===== src/design/fpsr_pkg.sv =====
package fpsr_pkg;

	localparam int DIM_BITS_DEF = 16;

	typedef enum logic [2:0] {
		MODE_NONE   = 3'd0,
		MODE_MULT2  = 3'd1,
		MODE_MULT4  = 3'd2,
		MODE_MULT8  = 3'd3,
		MODE_POW2   = 3'd4,
		MODE_SMOOTH = 3'd5
	} mode_t;

	// Inverse of an odd number modulo 2^64, by Newton steps.
	function automatic logic [63:0] odd_inverse(input logic [63:0] a);
		logic [63:0] x;
		x = a;
		for (int i = 0; i < 5; i++) begin
			x = x * (64'd2 - a * x);
		end
		return x;
	endfunction

endpackage


===== src/design/fpsr_cfg_if.sv =====
interface fpsr_cfg_if;
	logic       valid;
	logic       ready;
	logic [2:0] padding_mode;

	modport source (output valid, padding_mode, input ready);
	modport sink (input valid, padding_mode, output ready);
endinterface


===== src/design/fpsr_req_if.sv =====
interface fpsr_req_if #(
	parameter int DIM_BITS = fpsr_pkg::DIM_BITS_DEF
);
	logic                valid;
	logic                ready;
	logic [DIM_BITS-1:0] dimension;
	logic                is_periodic;

	modport source (output valid, dimension, is_periodic, input ready);
	modport sink (input valid, dimension, is_periodic, output ready);
endinterface


===== src/design/fpsr_rsp_if.sv =====
interface fpsr_rsp_if #(
	parameter int SIZE_BITS = fpsr_pkg::DIM_BITS_DEF + 2
);
	logic                 valid;
	logic                 ready;
	logic [SIZE_BITS-1:0] padded_size;
	logic                 error;

	modport source (output valid, padded_size, error, input ready);
	modport sink (input valid, padded_size, error, output ready);
endinterface


===== src/design/fft_padded_size_rounder.sv =====
// Padded FFT length for one grid axis. A periodic axis returns its dimension, a dimension
// of one returns 1; otherwise the length 2*dimension-1 is kept or rounded up to a multiple
// of 2, 4 or 8, to a power of two, or to the smallest 5-smooth number at or above
// 2*dimension, as padding_mode selects; mode 6/7 or a zero dimension sets error with size 0.
// One word is in flight at a time: request.ready is low from the accepted word until its
// result is loaded, and then follows result.ready while that result waits.
// Plain, periodic, multiple and error cases go from idle straight to done; power of two
// doubles a candidate from one in ST_POW until it reaches the length. The 5-smooth search
// runs on one shared exact-division multiplier: each candidate is halved per factor of 2,
// tested for 3 in ST_DIV3 and for 5 in ST_DIV5 by modular inverse, and rejected for the
// next one up when neither divides, until a 5-smooth number is reached.
module fft_padded_size_rounder #(
	parameter int DIM_BITS = fpsr_pkg::DIM_BITS_DEF
) (
	input  logic         clk,
	input  logic         arst_n,
	fpsr_cfg_if.sink     cfg,
	fpsr_req_if.sink     request,
	fpsr_rsp_if.source   result
);

	localparam int W = DIM_BITS + 2;
	localparam logic [63:0] FULL = (64'd1 << W) - 64'd1;
	localparam logic [W-1:0] INV3 = W'(fpsr_pkg::odd_inverse(64'd3));
	localparam logic [W-1:0] INV5 = W'(fpsr_pkg::odd_inverse(64'd5));
	localparam logic [W-1:0] LIM3 = W'(FULL / 64'd3);
	localparam logic [W-1:0] LIM5 = W'(FULL / 64'd5);
	localparam logic [W-1:0] ONE = W'(1);

	typedef enum logic [5:0] {
		ST_IDLE   = 6'b000001,
		ST_POW    = 6'b000010,
		ST_SMOOTH = 6'b000100,
		ST_DIV3   = 6'b001000,
		ST_DIV5   = 6'b010000,
		ST_DONE   = 6'b100000
	} state_t;

	state_t         st_q;
	logic [2:0]     mode_q;
	logic [W-1:0]   cand_q;
	logic [W-1:0]   work_q;
	logic [W-1:0]   prod_q;
	logic           err_q;
	logic [W-1:0]   size_q;
	logic           error_q;
	logic           valid_q;

	logic [W-1:0]   dim_w;
	logic [W-1:0]   len;
	logic [W-1:0]   mul_b;
	logic [W-1:0]   mul_lo;
	logic [W-1:0]   cand_inc;
	logic           accept;

	assign cfg.ready     = 1'b1;
	assign request.ready = (st_q == ST_IDLE) && (!valid_q || result.ready);
	assign accept        = request.valid && request.ready;

	assign result.valid       = valid_q;
	assign result.padded_size = size_q;
	assign result.error       = error_q;

	assign dim_w    = W'(request.dimension);
	assign len      = (dim_w << 1) - ONE;
	assign mul_b    = (st_q == ST_DIV3) ? INV5 : INV3;
	assign mul_lo   = work_q * mul_b;
	assign cand_inc = cand_q + ONE;

	always_ff @(posedge clk or negedge arst_n) begin
		if (!arst_n) begin
			mode_q <= 3'd0;
		end else if (cfg.valid) begin
			mode_q <= cfg.padding_mode;
		end
	end

	always_ff @(posedge clk or negedge arst_n) begin
		if (!arst_n) begin
			st_q    <= ST_IDLE;
			valid_q <= 1'b0;
		end else begin
			if (st_q == ST_DONE) begin
				valid_q <= 1'b1;
			end else if (result.ready) begin
				valid_q <= 1'b0;
			end
			case (st_q)
				ST_IDLE: begin
					if (accept) begin
						st_q <= ST_DONE;
						if (request.dimension != '0 && !request.is_periodic &&
								dim_w != ONE) begin
							if (mode_q == fpsr_pkg::MODE_POW2) begin
								st_q <= ST_POW;
							end else if (mode_q == fpsr_pkg::MODE_SMOOTH) begin
								st_q <= ST_SMOOTH;
							end
						end
					end
				end
				ST_POW: begin
					if (cand_q >= work_q) begin
						st_q <= ST_DONE;
					end
				end
				ST_SMOOTH: begin
					if (work_q == ONE) begin
						st_q <= ST_DONE;
					end else if (work_q[0]) begin
						st_q <= ST_DIV3;
					end
				end
				ST_DIV3: begin
					st_q <= (prod_q <= LIM3) ? ST_SMOOTH : ST_DIV5;
				end
				ST_DIV5: begin
					st_q <= ST_SMOOTH;
				end
				ST_DONE: begin
					st_q <= ST_IDLE;
				end
				default: begin
					st_q <= ST_IDLE;
				end
			endcase
		end
	end

	always_ff @(posedge clk) begin
		case (st_q)
			ST_IDLE: begin
				if (accept) begin
					err_q <= 1'b0;
					if (request.dimension == '0) begin
						cand_q <= '0;
						err_q  <= 1'b1;
					end else if (request.is_periodic) begin
						cand_q <= dim_w;
					end else if (dim_w == ONE) begin
						cand_q <= ONE;
					end else begin
						case (mode_q)
							fpsr_pkg::MODE_NONE:   cand_q <= len;
							fpsr_pkg::MODE_MULT2:  cand_q <= (len + W'(1)) & ~W'(1);
							fpsr_pkg::MODE_MULT4:  cand_q <= (len + W'(3)) & ~W'(3);
							fpsr_pkg::MODE_MULT8:  cand_q <= (len + W'(7)) & ~W'(7);
							fpsr_pkg::MODE_POW2: begin
								cand_q <= ONE;
								work_q <= len;
							end
							fpsr_pkg::MODE_SMOOTH: begin
								cand_q <= len + ONE;
								work_q <= len + ONE;
							end
							default: begin
								cand_q <= '0;
								err_q  <= 1'b1;
							end
						endcase
					end
				end
			end
			ST_POW: begin
				if (cand_q < work_q) begin
					cand_q <= cand_q << 1;
				end
			end
			ST_SMOOTH: begin
				if (work_q != ONE) begin
					if (!work_q[0]) begin
						work_q <= work_q >> 1;
					end else begin
						prod_q <= mul_lo;
					end
				end
			end
			ST_DIV3: begin
				if (prod_q <= LIM3) begin
					work_q <= prod_q;
				end else begin
					prod_q <= mul_lo;
				end
			end
			ST_DIV5: begin
				if (prod_q <= LIM5) begin
					work_q <= prod_q;
				end else begin
					cand_q <= cand_inc;
					work_q <= cand_inc;
				end
			end
			ST_DONE: begin
				size_q  <= cand_q;
				error_q <= err_q;
			end
			default: begin
			end
		endcase
	end

endmodule


===== src/flat_wrapper.sv =====
// flat-port wrapper written by rule: the top's interface ports become plain ports
module fft_padded_size_rounder_flat 
#(
	parameter int DIM_BITS = fpsr_pkg::DIM_BITS_DEF
)
  (clk, arst_n, cfg_valid, cfg_padding_mode, cfg_ready, request_valid, request_dimension, request_is_periodic, request_ready, result_valid, result_padded_size, result_error, result_ready);
  fpsr_cfg_if cfg_i ();
  fpsr_req_if #(.DIM_BITS(DIM_BITS)) request_i ();
  fpsr_rsp_if #(.SIZE_BITS((DIM_BITS + 2))) result_i ();
  input  logic clk;
  input  logic arst_n;
  input wire logic [$bits(cfg_i.valid)-1:0] cfg_valid;
  input wire logic [$bits(cfg_i.padding_mode)-1:0] cfg_padding_mode;
  output wire logic [$bits(cfg_i.ready)-1:0] cfg_ready;
  input wire logic [$bits(request_i.valid)-1:0] request_valid;
  input wire logic [$bits(request_i.dimension)-1:0] request_dimension;
  input wire logic [$bits(request_i.is_periodic)-1:0] request_is_periodic;
  output wire logic [$bits(request_i.ready)-1:0] request_ready;
  output wire logic [$bits(result_i.valid)-1:0] result_valid;
  output wire logic [$bits(result_i.padded_size)-1:0] result_padded_size;
  output wire logic [$bits(result_i.error)-1:0] result_error;
  input wire logic [$bits(result_i.ready)-1:0] result_ready;
  assign cfg_i.valid = cfg_valid;
  assign cfg_i.padding_mode = cfg_padding_mode;
  assign cfg_ready = cfg_i.ready;
  assign request_i.valid = request_valid;
  assign request_i.dimension = request_dimension;
  assign request_i.is_periodic = request_is_periodic;
  assign request_ready = request_i.ready;
  assign result_valid = result_i.valid;
  assign result_padded_size = result_i.padded_size;
  assign result_error = result_i.error;
  assign result_i.ready = result_ready;
  fft_padded_size_rounder #(.DIM_BITS(DIM_BITS)) u_core (.clk(clk), .arst_n(arst_n), .cfg(cfg_i), .request(request_i), .result(result_i));
endmodule

===== config.mk =====
export PLATFORM = sky130hd
export DESIGN_NAME = fft_padded_size_rounder_flat
export DESIGN_NICKNAME = d
export VERILOG_FILES = /design/src/design/fpsr_pkg.sv /design/src/design/fpsr_cfg_if.sv /design/src/design/fpsr_req_if.sv /design/src/design/fpsr_rsp_if.sv /design/src/design/fft_padded_size_rounder.sv /design/src/flat_wrapper.sv
export SDC_FILE = /design/constraint.sdc
export NUM_CORES = 1
export LEC_CHECK = 0
export BUFFER_PORTS_ARGS = -buffer_cell sky130_fd_sc_hd__buf_2
export CAP_MARGIN = 40
export CORE_ASPECT_RATIO = 0.8
export CORE_MARGIN = 10
export CORE_UTILIZATION = 43
export DETAILED_ROUTE_END_ITERATION = 7
export PLACE_DENSITY_LB_ADDON = 0.3
export SLEW_MARGIN = 5
export SYNTH_ARGS = -nofsm -noshare
export SYNTH_HDL_FRONTEND = slang
export SYNTH_SLANG_ARGS = --single-unit

===== constraint.sdc =====
create_clock -name clk -period 11.9 [get_ports clk]
set_clock_uncertainty 0.1 [all_clocks]
set_input_delay 1.19 -clock clk [delete_from_list [all_inputs] [get_ports clk]]
set_output_delay 1.19 -clock clk [all_outputs]
set_load 0.005 [all_outputs]

==> flow_metrics.tcl <==
set metrics [dict create \
    max_cap_viol_count 0 \
    hpwlAfterDp_um 24180 \
    yosysWarnings 0 \
    crit_fanout 37 \
    synth_top_cell_by_area "edfxtp_1" \
    timing.hold.ws_ns 0.3548 \
    core_sq_um 22620 \
    num-nets-final 1334 \
    fin_tns_setup_ns 0 \
    synthTopCellsByArea "edfxtp_1 (22%), ha_1 (14%), fa_1 (12%), inv_1 (6.0%), xnor2_1 (5.9%)" \
    worst_pin_slew_ns 0.9030 \
    hold_path_depth 0 \
    async_reset_ff_share_pct 11.90 \
    postCtsHoldBufs 0 \
    regArea_sq_um 2474 \
    post-cts-setup-buffer-count 0 \
    synth_seq_area_share_pct 24.85 \
    routabilityCongestion 0.9938 \
    first_global_vias 8000 \
    worstSkewPairLatency_ns 0.37 \
    syn2layout_area_growth_pct 8.447 \
    num_antenna_cells 0 \
    grt_max_degree 38 \
    antenna_found_initial 1 \
    fillers 2178 \
    clock_sinks 84 \
    hp-start "u_core.err_q" \
    multiInputGateArea_sq_um 6713 \
    die_h_um 156.1 \
    post-route-util_pct 47.71 \
    io_pins 47 \
    post_cts_resize_count 0 \
    synth-seq-cells 84 \
    wl_um 30040 \
    drv_slew 0 \
    num_rows 49 \
    netlist_area_sq_um 9953 \
    ant_nets 0 \
    ys.flop_type "edfxtp_1" \
    min_period_ns 6.309 \
    vias 8477 \
    rr_startpoint "u_core.st_q[1]" \
    final_cell_mix "inv_1 (159), ha_1 (110), nor2_1 (91)" \
    io_buffers 45 \
    cts_buffers 9 \
    grt_overflow 0 \
    via_per_inst 5.854 \
    die_area_sq_um 29670 \
    grt_usage_pct 20.20 \
    drt_pass1_iterations 8 \
    cp.required_ns 11.92 \
    finalHoldViolations 0 \
    layout_commonest_cell "inv_1" \
    clk_pin_slew_ns 0.08 \
    crit_arrival_ns 6.33 \
    reg2reg_depth 22 \
    synth.distinct_cells 82 \
    reg2reg_slack_ns 5.59 \
    h-tree-depth 3 \
    fmax_ghz 0.1585 \
    drive_gt1_share_pct 9.457 \
    path_class "flop to flop" \
    synthCells 1113 \
    syn_avg_cell_area_sq_um 8.943 \
    wl_per_cell_um 20.75 \
    cp-startpoint "u_core.st_q[1]" \
    yosysTopAreaCellShare_pct 22.33 \
    synth_edf_count 74 \
    drc 0 \
    r2r_end "u_core.prod_q[17]" \
    cp-end-kind "flop" \
    drt_iter0_drc 959 \
    startpoint_type "flop" \
    period_share_pct 53.02 \
    cts-root-buf "clkbuf_16" \
    die_x_um 190.1 \
    min_to "u_core.result.error" \
    slew-limit-headroom_pct 39.75 \
    clockBufferDepth 2 \
    initial_core_util_pct 44.00 \
    rsz0062_at_grt "no" \
    holdCritPathClass "flop to flop" \
    grt_pass1_wl_um 46690 \
    setup_viol 0 \
    cts_tree "done" \
    outcome "complete, no violations" \
]
==> Yosys cell counts, types with 4 or more instances <==
cell	count
inv_1	159
or2_2	12
and4b_1	4
a31oi_1	5
nand4_1	14
a221oi_1	14
dfrtp_1	9
nand3_1	27
nand2b_1	10
a222oi_1	7
a21o_1	12
o211ai_1	9
and3_1	11
nand3b_1	4
o21ai_0	39
and2_1	6
nand2_1	85
xnor2_1	67
a41oi_1	4
xor2_1	26
a32o_1	4
o21ai_1	8
edfxtp_1	74
nor2b_1	10
nor3_2	4
a21oi_1	45
nor3_1	24
fa_1	62
o21a_1	8
a22oi_1	14
clkbuf_1	37
a221o_1	4
or3_1	6
or4_1	5
ha_1	110
nor4_1	10
nor2_1	91
==> per-layer routing <==
| layer | track usage, % | up-vias | part of all wire (%) |
|---|---|---|---|
| met2 | 27.51 | 445 | 40 |
| met3 | 6.010 | 42 | 11 |
| met5 | 0 | - | 0 |
| met1 | 30.35 | 4070 | 47 |
| met4 | 4.112 | 0 | 1.5 |
| li1 | - | 3920 | - |
==> final cells by class <==
cell class,instances,area share (%)
clock buffer,9,2.086
clock inverter,7,0.7419
inverter,160,5.564
multi-input combinational,826,62.19
sequential,84,22.92
tap,306,3.547
timing repair buffer,56,2.956
==> per-stage QoR <==
| stage | instance area (sq um) | std cells | worst slack (ns) |
|---|---|---|---|
| 2_1_floorplan | 9961 | 1115 | 5.734 |
| 3_3_place_gp | 10460 | 1429 | 5.777 |
| 3_5_place_dp | 10490 | 1432 | 5.607 |
| 4_1_cts | 10790 | 1448 | 5.601 |
| 5_1_grt | 10790 | 1448 | 5.267 |
| 6_report | 10790 | 1448 | 5.591 |
==> cell families (layout without fill, tap and decap cells) <==
group	Yosys count	count (layout)	share of synthesized area, %
simple gates	338	338	17.08
flops	84	84	24.85
xor+xnor	94	94	8.347
other cells	2	4	0.07545
mux	5	5	0.5405
compound gates	213	213	14.92
buf+inv	205	232	7.882
fa+ha+maj	172	172	26.30
==> worst max-delay path, stage by stage (launching register included) <==
cell     delay, ns
dfrtp_1       0.41
nor4_1        0.46
and3b_1       0.24
buf_4         0.34
nand2_1       0.18
xnor2_1       0.17
ha_1          0.19
or2_2         0.29
ha_1          0.20
fa_1          0.54
inv_1         0.05
fa_1          0.47
inv_1         0.06
fa_1          0.53
inv_1         0.06
fa_1          0.53
inv_1         0.04
ha_1          0.36
nand3_1       0.11
nand2_1       0.05
a41o_1        0.22
o41ai_1       0.38
xnor2_1       0.11
==> sequential cells by signal, summed over array words and instances (netlist names) <==
signal	flops
u_core.cand_q	18
u_core.st_q	6
u_core.prod_q	18
u_core.err_q	1
u_core.mode_q	3
u_core.result.error	1
u_core.result.padded_size	18
u_core.work_q	18
u_core.result.valid	1
==> worst max path at each step <==
stage	end	slack, ns	cells past startpoint
after floorplan	u_core.prod_q[17]	5.73	23
after global placement	u_core.prod_q[17]	5.78	22
after detailed placement	u_core.prod_q[17]	5.61	22
after CTS	u_core.prod_q[17]	5.60	22
after global routing	u_core.prod_q[17]	5.27	22
final	u_core.prod_q[17]	5.59	22
Power is not shown: default switching activity piles up to over one toggle a cycle in this logic, so the estimate is an artifact.
